`src/hw/rtl/hkct_pkg.sv`:
```
// Shared types, constants and helper functions for the hashed key counter table.
// Used by the controller, the datapath and the top level; depends on nothing else.
package hkct_pkg;

   // Table geometry.
   localparam int TABLE_ENTRIES = 16;
   localparam int IDX_W = (TABLE_ENTRIES > 1) ? $clog2(TABLE_ENTRIES) : 1;

   // Operation codes carried in the req_type field.
   typedef enum logic [2:0] {
      OP_ADD    = 3'd0,
      OP_DELETE = 3'd1,
      OP_UPDATE = 3'd2,
      OP_RESET  = 3'd3,
      OP_GET    = 3'd4
   } req_op_type;

   // Result status codes.
   localparam logic [1:0] STATUS_OK        = 2'd0;
   localparam logic [1:0] STATUS_NOT_FOUND = 2'd1;
   localparam logic [1:0] STATUS_FULL      = 2'd2;

   // Counter width codes.
   localparam logic [1:0] CW_8  = 2'd0;
   localparam logic [1:0] CW_16 = 2'd1;
   localparam logic [1:0] CW_32 = 2'd2;

   // Request and response words.
   typedef struct packed {
      logic [2:0]  req_type;
      logic [7:0]  key_byte;
      logic        key_last;
      logic [1:0]  counter_width;
      logic [63:0] update_value;
   } req_word_type;

   typedef struct packed {
      logic [1:0]  status;
      logic [63:0] read_value;
   } rsp_word_type;

   // One step of the hash sequence, selected by the controller.
   typedef enum logic [2:0] {
      HASH_HOLD,
      HASH_ADD_BYTE,
      HASH_MIX_BYTE,
      HASH_FIN_3,
      HASH_FIN_11,
      HASH_FIN_15
   } hash_op_type;

   // Commands from the controller to the datapath.
   typedef struct packed {
      logic        load;
      hash_op_type hash_op;
      logic        scan_start;
      logic        scan_step;
      logic        execute;
   } dp_cmd_type;

   // Status from the datapath to the controller.
   typedef struct packed {
      logic last;
      logic scan_end;
      logic rsp_busy;
   } dp_status_type;

   // Mask that keeps the bits of a counter of the given width code.
   function automatic logic [63:0] width_mask(input logic [1:0] cw);
      logic [63:0] m;
      case (cw)
         CW_8:    m = 64'h0000_0000_0000_00FF;
         CW_16:   m = 64'h0000_0000_0000_FFFF;
         CW_32:   m = 64'h0000_0000_FFFF_FFFF;
         default: m = 64'hFFFF_FFFF_FFFF_FFFF;
      endcase
      return m;
   endfunction

endpackage

```
`src/hw/rtl/hkct_ctrl.sv`:
```
// Sequencing controller for the hashed key counter table.
// Depends on hkct_pkg; drives commands into hkct_datapath.
module hkct_ctrl
   import hkct_pkg::*;
(
   input  logic          clock,
   input  logic          reset,
   input  logic          req_valid,
   output logic          req_stall,
   input  dp_status_type dp_status,
   output dp_cmd_type    dp_cmd
);

   typedef enum logic [3:0] {
      ST_IDLE,
      ST_FOLD_ADD,
      ST_FOLD_MIX,
      ST_FIN_3,
      ST_FIN_11,
      ST_FIN_15,
      ST_SCAN,
      ST_EXEC
   } state_type;

   state_type state_ff;
   state_type state_in;

   // Next state.
   always_comb begin
      state_in = state_ff;
      case (state_ff)
         ST_IDLE:     if (req_valid) state_in = ST_FOLD_ADD;
         ST_FOLD_ADD: state_in = ST_FOLD_MIX;
         ST_FOLD_MIX: state_in = dp_status.last ? ST_FIN_3 : ST_IDLE;
         ST_FIN_3:    state_in = ST_FIN_11;
         ST_FIN_11:   state_in = ST_FIN_15;
         ST_FIN_15:   state_in = ST_SCAN;
         ST_SCAN:     if (dp_status.scan_end) state_in = ST_EXEC;
         ST_EXEC:     if (!dp_status.rsp_busy) state_in = ST_IDLE;
         default:     state_in = ST_IDLE;
      endcase
   end

   // Commands decoded from the current state.
   always_comb begin
      dp_cmd         = '0;
      dp_cmd.hash_op = HASH_HOLD;
      case (state_ff)
         ST_IDLE:     dp_cmd.load = req_valid;
         ST_FOLD_ADD: dp_cmd.hash_op = HASH_ADD_BYTE;
         ST_FOLD_MIX: dp_cmd.hash_op = HASH_MIX_BYTE;
         ST_FIN_3:    dp_cmd.hash_op = HASH_FIN_3;
         ST_FIN_11:   dp_cmd.hash_op = HASH_FIN_11;
         ST_FIN_15: begin
            dp_cmd.hash_op    = HASH_FIN_15;
            dp_cmd.scan_start = 1'b1;
         end
         ST_SCAN:     dp_cmd.scan_step = 1'b1;
         ST_EXEC:     dp_cmd.execute = !dp_status.rsp_busy;
         default:     dp_cmd.hash_op = HASH_HOLD;
      endcase
   end

   // A new word is taken only while nothing is in progress.
   assign req_stall = (state_ff != ST_IDLE);

   // State register.
   always_ff @(posedge clock) begin
      if (reset) begin
         state_ff <= ST_IDLE;
      end else begin
         state_ff <= state_in;
      end
   end

endmodule

```
`src/hw/rtl/hkct_datapath.sv`:
```
// Datapath of the hashed key counter table: hash register, counter table,
// search registers and the response register. Depends on hkct_pkg.
module hkct_datapath
   import hkct_pkg::*;
(
   input  logic          clock,
   input  logic          reset,
   input  req_word_type  req_word,
   input  dp_cmd_type    dp_cmd,
   output dp_status_type dp_status,
   output logic          rsp_valid,
   input  logic          rsp_stall,
   output rsp_word_type  rsp_word
);

   // Captured request word.
   req_word_type item_ff;

   // Hash state and finished key.
   logic [63:0] hash_ff;
   logic [63:0] key_ff;

   // Counter table; only the valid bits are reset.
   logic              valid_ff [TABLE_ENTRIES];
   logic [63:0]       tkey_ff  [TABLE_ENTRIES];
   logic [1:0]        twidth_ff[TABLE_ENTRIES];
   logic [63:0]       tvalue_ff[TABLE_ENTRIES];

   // Search registers.
   logic [IDX_W-1:0]  scan_idx_ff;
   logic              hit_ff;
   logic [IDX_W-1:0]  hit_idx_ff;
   logic              free_ff;
   logic [IDX_W-1:0]  free_idx_ff;

   // Response register and the word it takes on execute.
   logic              rsp_valid_ff;
   rsp_word_type      rsp_word_ff;
   rsp_word_type      rsp_word_in;

   logic [63:0]       byte_sext;
   logic [63:0]       mix_sum;
   logic [63:0]       hit_value;
   logic [1:0]        hit_width;
   logic [63:0]       hit_mask;
   logic              scan_match;
   logic              scan_free;
   req_op_type        op;

   assign byte_sext = {{56{item_ff.key_byte[7]}}, item_ff.key_byte};
   assign mix_sum   = hash_ff + (hash_ff << 10);
   assign hit_value = tvalue_ff[hit_idx_ff];
   assign hit_width = twidth_ff[hit_idx_ff];
   assign hit_mask  = width_mask(hit_width);
   assign op        = req_op_type'(item_ff.req_type);

   assign scan_match = valid_ff[scan_idx_ff] && (tkey_ff[scan_idx_ff] == key_ff);
   assign scan_free  = !valid_ff[scan_idx_ff];

   assign dp_status.last     = item_ff.key_last;
   assign dp_status.scan_end = (scan_idx_ff == IDX_W'(TABLE_ENTRIES - 1));
   assign dp_status.rsp_busy = rsp_valid_ff && rsp_stall;

   assign rsp_valid = rsp_valid_ff;
   assign rsp_word  = rsp_word_ff;

   // Request capture.
   always_ff @(posedge clock) begin
      if (dp_cmd.load) begin
         item_ff <= req_word;
      end
   end

   // Hash steps: one per cycle, each a wide add, a xor, or for the mix both.
   always_ff @(posedge clock) begin
      if (reset) begin
         hash_ff <= '0;
      end else begin
         case (dp_cmd.hash_op)
            HASH_ADD_BYTE: hash_ff <= hash_ff + byte_sext;
            HASH_MIX_BYTE: hash_ff <= mix_sum ^ (mix_sum >> 6);
            HASH_FIN_3:    hash_ff <= hash_ff + (hash_ff << 3);
            HASH_FIN_11:   hash_ff <= hash_ff ^ (hash_ff >> 11);
            HASH_FIN_15:   hash_ff <= '0;
            default:       hash_ff <= hash_ff;
         endcase
      end
   end

   // The last finishing step lands in the key register.
   always_ff @(posedge clock) begin
      if (dp_cmd.hash_op == HASH_FIN_15) begin
         key_ff <= hash_ff + (hash_ff << 15);
      end
   end

   // Search walks one entry per cycle, keeping the first match and first free slot.
   always_ff @(posedge clock) begin
      if (dp_cmd.scan_start) begin
         scan_idx_ff <= '0;
         hit_ff      <= 1'b0;
         free_ff     <= 1'b0;
      end else if (dp_cmd.scan_step) begin
         if (!dp_status.scan_end) begin
            scan_idx_ff <= scan_idx_ff + 1'b1;
         end
         if (scan_match && !hit_ff) begin
            hit_ff     <= 1'b1;
            hit_idx_ff <= scan_idx_ff;
         end
         if (scan_free && !free_ff) begin
            free_ff     <= 1'b1;
            free_idx_ff <= scan_idx_ff;
         end
      end
   end

   // Valid bits: set on a successful add, cleared on delete.
   always_ff @(posedge clock) begin
      if (reset) begin
         for (int i = 0; i < TABLE_ENTRIES; i++) begin
            valid_ff[i] <= 1'b0;
         end
      end else if (dp_cmd.execute) begin
         if (op == OP_ADD && !hit_ff && free_ff) begin
            valid_ff[free_idx_ff] <= 1'b1;
         end else if (op == OP_DELETE && hit_ff) begin
            valid_ff[hit_idx_ff] <= 1'b0;
         end
      end
   end

   // Entry payload writes.
   always_ff @(posedge clock) begin
      if (dp_cmd.execute) begin
         case (op)
            OP_ADD: begin
               if (!hit_ff && free_ff) begin
                  tkey_ff[free_idx_ff]   <= key_ff;
                  twidth_ff[free_idx_ff] <= item_ff.counter_width;
                  tvalue_ff[free_idx_ff] <= '0;
               end
            end
            OP_UPDATE: begin
               if (hit_ff) begin
                  tvalue_ff[hit_idx_ff] <= (hit_value + item_ff.update_value) & hit_mask;
               end
            end
            OP_RESET: begin
               if (hit_ff) begin
                  tvalue_ff[hit_idx_ff] <= '0;
               end
            end
            default: begin
            end
         endcase
      end
   end

   // Response register: loaded on execute, emptied when the word is taken.
   always_ff @(posedge clock) begin
      if (reset) begin
         rsp_valid_ff <= 1'b0;
      end else if (dp_cmd.execute) begin
         rsp_valid_ff <= 1'b1;
      end else if (rsp_valid_ff && !rsp_stall) begin
         rsp_valid_ff <= 1'b0;
      end
   end

   // Status and read value for the operation being executed.
   always_comb begin
      rsp_word_in.status     = STATUS_OK;
      rsp_word_in.read_value = '0;
      case (op)
         OP_ADD: begin
            if (!hit_ff && !free_ff) begin
               rsp_word_in.status = STATUS_FULL;
            end
         end
         OP_DELETE, OP_UPDATE, OP_RESET: begin
            if (!hit_ff) begin
               rsp_word_in.status = STATUS_NOT_FOUND;
            end
         end
         OP_GET: begin
            if (hit_ff) begin
               rsp_word_in.read_value = hit_value & hit_mask;
            end else begin
               rsp_word_in.status = STATUS_NOT_FOUND;
            end
         end
         default: begin
         end
      endcase
   end

   always_ff @(posedge clock) begin
      if (dp_cmd.execute) begin
         rsp_word_ff <= rsp_word_in;
      end
   end

endmodule

```
`src/hw/rtl/hashed_key_counter_table_top.sv`:
```
// Top level of the hashed key counter table: joins controller and datapath.
// Depends on hkct_pkg, hkct_ctrl and hkct_datapath.
//
// Counter names arrive one byte per request word and are folded into a 64-bit
// one-at-a-time hash. A byte that is not the last is captured and takes two
// hash steps, and gives no response. The last byte also finishes the hash in
// three steps, then searches the table one entry per cycle and runs the
// operation. Exactly one response word follows each last byte; it is held in
// an output register, so the next name may start while it waits. Entries are
// matched on the hash alone.
module hashed_key_counter_table_top
   import hkct_pkg::*;
(
   input  logic         clock,
   input  logic         reset,
   input  logic         req_valid,
   output logic         req_stall,
   input  req_word_type req_word,
   output logic         rsp_valid,
   input  logic         rsp_stall,
   output rsp_word_type rsp_word
);

   dp_cmd_type    dp_cmd;
   dp_status_type dp_status;

   // Sequencer.
   hkct_ctrl u_ctrl (
      .clock     (clock),
      .reset     (reset),
      .req_valid (req_valid),
      .req_stall (req_stall),
      .dp_status (dp_status),
      .dp_cmd    (dp_cmd)
   );

   // Hash, table and response datapath.
   hkct_datapath u_datapath (
      .clock     (clock),
      .reset     (reset),
      .req_word  (req_word),
      .dp_cmd    (dp_cmd),
      .dp_status (dp_status),
      .rsp_valid (rsp_valid),
      .rsp_stall (rsp_stall),
      .rsp_word  (rsp_word)
   );

endmodule
```
`config.mk`:
```
export PLATFORM = sky130hd
export DESIGN_NAME = hashed_key_counter_table_top
export DESIGN_NICKNAME = d
export VERILOG_FILES = /design/src/hw/rtl/hkct_pkg.sv /design/src/hw/rtl/hkct_ctrl.sv /design/src/hw/rtl/hkct_datapath.sv /design/src/hw/rtl/hashed_key_counter_table_top.sv
export SDC_FILE = /design/constraint.sdc
export NUM_CORES = 2
export LEC_CHECK = 0
export ABC_AREA = 1
export BUFFER_PORTS_ARGS = -buffer_cell sky130_fd_sc_hd__buf_4
export CAP_MARGIN = 10
export CORE_MARGIN = 10
export CORE_UTILIZATION = 40
export DETAILED_ROUTE_END_ITERATION = 7
export PLACE_DENSITY = 0.58
export REMOVE_ABC_BUFFERS = 1
export SLEW_MARGIN = 25
export SYNTH_ARGS = -nofsm -noshare
export SYNTH_HDL_FRONTEND = slang
export SYNTH_SLANG_ARGS = --single-unit
export TNS_END_PERCENT = 5
```
`constraint.sdc`:
```
create_clock -name clock -period 7.5 [get_ports clock]
set_input_delay 1.5 -clock clock [delete_from_list [all_inputs] [get_ports clock]]
set_output_delay 1.5 -clock clock [all_outputs]
set_load 0.005 [all_outputs]
```
# Yosys cells after proc, flatten, opt, wreduce, memory -nomap -nowiden
# Memories as Yosys holds them, arrays and structs flattened. A register that Yosys moved wholly into a read port is not among the register bits.
# Index checks and enable logic that the tools add are counted.
[totals]
ff_bits = 291
n_memories = 4
elab_cells = 143
ramBits = 2096
output_inout_bits = 68
in_bits = 82
[memory_table]
columns = ["name", "depth", "width", "rd", "rd_ports_with_merged_regs", "wr", "line", "rtl"]
rows = [
  ["u_datapath.tkey_ff", 16, 64, 1, 1, 1, "hkct_datapath.sv:25", "logic [63:0] tkey_ff [TABLE_ENTRIES];"],
  ["u_datapath.tvalue_ff", 16, 64, 1, 1, 1, "hkct_datapath.sv:27", "logic [63:0] tvalue_ff[TABLE_ENTRIES];"],
  ["u_datapath.twidth_ff", 16, 2, 1, 1, 1, "hkct_datapath.sv:26", "logic [1:0] twidth_ff[TABLE_ENTRIES];"],
  ["u_datapath.valid_ff", 16, 1, 1, 1, 16, "hkct_datapath.sv:24", "logic valid_ff [TABLE_ENTRIES];"],
]
[classes]
add_sub_neg = 6
bitwise_logic = 7
n_eq_ne = 23
mux = 55
n_reduce_logical = 32
[op_table]
columns = ["operator", "n"]
rows = [
  ["$add A64 B64 Y64", 5],
  ["$pmux W64 S5", 1],
  ["$pmux W64 S3", 1],
  ["$and A64 B64 Y64", 2],
  ["$mux W64", 2],
  ["$eq A64 B64 Y1", 1],
  ["$reduce_or A64 Y1", 1],
  ["$xor A64 B53 Y64", 1],
  ["$xor A64 B58 Y64", 1],
  ["$mux W4", 12],
  ["$mux W1", 34],
  ["$pmux W4 S8", 1],
  ["$eq A4 B3 Y1 const B", 4],
  ["$pmux W3 S5", 1],
  ["$eq A3 B2 Y1 const B", 4],
  ["$logic_and A1 B1 Y1", 10],
  ["$eq A3 B3 Y1 const B", 3],
  ["$reduce_and A3 Y1", 3],
  ["$eq A4 B2 Y1 const B", 2],
  ["$reduce_and A2 Y1", 4],
  ["$eq A3 B1 Y1 const B", 2],
  ["$ne A2 B2 Y1 const B", 3],
  ["$logic_not A1 Y1", 5],
  ["$reduce_bool A5 Y1", 1],
  ["16 further kinds", 19],
]

# Depth between registers and ports, before layout
[depth]
depth_word = 10
ltp_mapped = 26
depth_no_buf = 22

# By module
# From an unflattened synthesis, not the netlist that was laid out.
[unflattened]
cells_unflattened = 12230
hier_area_um2 = 119380.7
[modules_own_cells]
columns = ["module", "seq_area_each_um2", "cells_each", "n_inst", "area_per_inst_um2"]
rows = [
  ["hkct_datapath", 71008.1, 12194, 1, 119158.0],
  ["hkct_ctrl", 60.1, 36, 1, 222.7],
]

# Least setup slack after synthesis
# No wires, ideal clock.
[synth_timing]
path_type = "input-to-reg"
start = "input rsp_stall"
end = "memory u_datapath.tvalue_ff[11][0], enable pin"
required_ns = 7.014
slack_ns = 0.933
setup_time_ns = 0.486
path_stages = 11
n_path_buf = 0
arrival_time_ns = 6.080
path_cell_list = "nand2_1 nand2_1 inv_2 nand2_1 nor3_1 inv_2 o21ai_0 inv_1 nor2_1 nand2_1 nor2_1"
[synth_rtl]
columns = ["element", "line", "rtl"]
rows = [
  ["start, declared", "hashed_key_counter_table_top.sv:20", "input logic rsp_stall,"],
  ["end, declared", "hkct_datapath.sv:27", ""],
]

==> flow_summary_export.csv <==
group,metric,value,unit
run_status,outcome,"complete, no violations",
cells_and_area,mostFrequentLayoutCells,"nand2_1 (2680), edfxtp_1 (2312), inv_1 (1396), nor2_1 (1141), nand3_1 (919)",
timing,setup-violations-final,0,
worst_setup_path,crit_path_start_kind,"flip-flop",
yosys,synthArstFlopShare,0,%
cells_and_area,drive_above_1_share,6.43,%
worst_setup_path,crit_top_cell,"nand2_1",
power,vdd_ir_drop_max,0.000170,V
yosys,ys_types,56,
placement,numPlacedInstances,16100,
timing,max_clock_freq,0.166,GHz
routing,drtIter0Drc,9693,
worst_setup_path,crit_family,"simple AND/OR/NAND/NOR gates",
timing,rsz0062_at_grt,"false",
cells_and_area,final_common_cell,"nand2_1",
cells_and_area,fin_nets,12800,
yosys,postSynthAreaPerCell,9.73,µm²
die,die_w,567,µm
clocking,clockBufferDepth,4,
timing,hold_viol,0,
worst_setup_path,cp.buffers_inverters,2,
power,p_per_area,307,nW/µm²
worst_setup_path,critPathRequiredTime,8.04,ns
clocking,clkLatencyLatePin,0.90,ns
global_route,grt_start_max_net_pins,208,
job,cap_violations,0,
timing,slew_headroom,18.9,%
global_route,antenna_found_initial,8,
clocking,cts_tree,"done",
worst_setup_path,crit_fanout,77,
clocking,cts_hold_buf,0,
cells_and_area,fin_cells,16600,
die,num_rows,200,
routing,wirelength,400000,µm
worst_setup_path,path_cells,"buf_4 > a21oi_1 > o21ai_0 > o211ai_1 > o211ai_1 > nand2_1 > ha_1 > nand2_1 > nor2_1 > nand3_1 > nand4_1 > a21boi_0 > inv_1 > nand2_1 > nand2_1 > nand4_1 > nand3_1 > nand2_1 > nand2_1 > nor2_1",
die,core-area,298000,µm²
yosys,synth_seq_cells,2394,
routing,num_vias,91100,
yosys,yosysWarnings,0,
global_route,grt_pass1_wl,581000,µm
yosys,seq_area_frac_synth,59.3,%
clocking,clk_pin_slew,0.06,ns
timing,clock_skew,0.0709,ns
global_route,grt_usage,23.7,%
clocking,cts_sinks,2394,
cells_and_area,post-route-util,45.1,%
clocking,cts_resized,0,
worst_setup_path,crit_path_max_incr_delay,0.89,ns
global_route,grt_pass1_vias,85700,
cells_and_area,area_growth,12.1,%
worst_setup_path,worst_path_max_delay_cell,"dfxtp_4",
yosys,synth_edf_count,2312,
placement,place.gp.congestion,0.968,
die,die-area,322000,µm²
routing,antenna_left,0,
timing,period_minus_slack,6.03,ns
timing,tns,0,ns
die,dieHeight,567,µm
clocking,cts_buffers,268,
worst_setup_path,cp-end-kind,"flip-flop",
die,start_util,40.2,%
min_path,hp-class,"flip-flop to flip-flop",
placement,numPortBuffers,149,
routing,first_pass_iters,6,
clocking,htree_levels,5,
routing,via_per_inst,5.50,
routing,drc,0,
global_route,globalRoute.totalOverflow,0,
placement,hpwlAfterDp,260000,µm
routing,routedWlPerCell,24.1,µm
min_path,worstHoldStart,"u_datapath.hit_idx_ff[3]",
worst_setup_path,worstSetupPathType,"flip-flop to flip-flop",
timing,fin_crit_sh,80.4,%
yosys,synthCells,12300,
worst_setup_path,critPathArrivalTime,6.57,ns
clocking,cts_setup_buffers,0,
timing,drv_slew,0,
die,io_pins,150,
yosys,syn-cell-area,120000,µm²
yosys,synthFlopType,"edfxtp_1",
clocking,clockRootBuffer,"clkbuf_16",
power,p_leak,52.0,nW
timing,worst_slew_pin_slew,1.22,ns
[per-layer routing]
layer / up-vias / part of all wire (%) / track usage, %
met5: - / 0.0068 / 0
met4: 4 / 3.1 / 6.82
met3: 623 / 7.2 / 3.30
met2: 3469 / 45 / 37.4
met1: 44300 / 45 / 34.2
li1: 42700 / - / -
[tightest hold or removal path: cells and delay by family, from the launching register on]
kind             cells  cell delay [ns]
DFF                  1             0.34
and+or+nand+nor      2             0.11
[Yosys cell counts, types with 131 or more instances]
| cell | number | area [µm²] |
|---|---|---|
| nand2_1 | 2681 | 10100 |
| edfxtp_1 | 2312 | 69400 |
| inv_1 | 1402 | 5260 |
| nor2_1 | 1188 | 4460 |
| nand3_1 | 919 | 4600 |
| o21ai_0 | 855 | 4280 |
| a21oi_1 | 832 | 4160 |
| o211ai_1 | 362 | 2720 |
| ha_1 | 288 | 3600 |
| mux2i_1 | 264 | 2640 |
| clkbuf_1 | 251 | 942 |
| buf_2 | 131 | 656 |
[path summary, 6_finish.rpt]
kind	depth (start not counted)	slack, ns	to
worst min-delay path	2	0.47	flip-flop
worst max-delay path	20	1.47	u_datapath.tvalue_ff[13][56]
worst max register to register	20	1.47	u_datapath.tvalue_ff[13][56]
worst min register to register	2	0.47	flip-flop
[layout make-up]
class / count / area, µm²
Multi-Input combinational cell: 8053 / 41800
Tap cell: 3939 / 4930
Clock buffer: 327 / 7000
Clock inverter: 145 / 1240
Inverter: 1409 / 5330
Timing Repair Buffer: 308 / 2940
Fill cell: 27700 / 163000
Sequential cell: 2394 / 71100
Antenna cell: 2 / 5.00
[where the power goes]
group | total [mW] | internal (mW) | switching (mW)
Combinational | 13.1 | 3.80 | 9.29
Clock | 12.5 | 7.05 | 5.46
Sequential | 15.6 | 14.9 | 0.726
[stage by stage]
stage / cell area, µm² / setup WS (ns) / hold slack [ns] / total power [mW]
floorplan: 118000 / -13.27 / 0.437 / 23.9
global placement: 126000 / 1.58 / 0.472 / 28.6
detailed placement: 126000 / 1.58 / 0.458 / 28.7
CTS: 134000 / 1.56 / 0.473 / 41.2
global route: 134000 / 0.965 / 0.494 / 43.2
finish: 134000 / 1.47 / 0.474 / 41.2
[state kept, by name, indices dropped and copies added (netlist names), 8 cells and up, named ones only]
name,count
u_datapath.tkey_ff,1024
u_datapath.tvalue_ff,1024
u_datapath.item_ff,66
u_datapath.rsp_word,66
u_datapath.hash_ff,64
u_datapath.key_ff,64
u_datapath.twidth_ff,32
u_datapath.valid_ff,16
u_datapath.byte_sext,8
[logic make-up after synthesis]
family                   synth area share [%]
AND/OR/NAND/NOR                          17.2
flip-flops                               59.3
XOR/XNOR                                 1.27
adder cells (fa/ha/maj)                  3.09
multiplexers                             2.21
buffers and inverters                    6.12
AO/OA/AOI/OAI                            10.7
No activity file was read; power rests on OpenSTA's default activity.
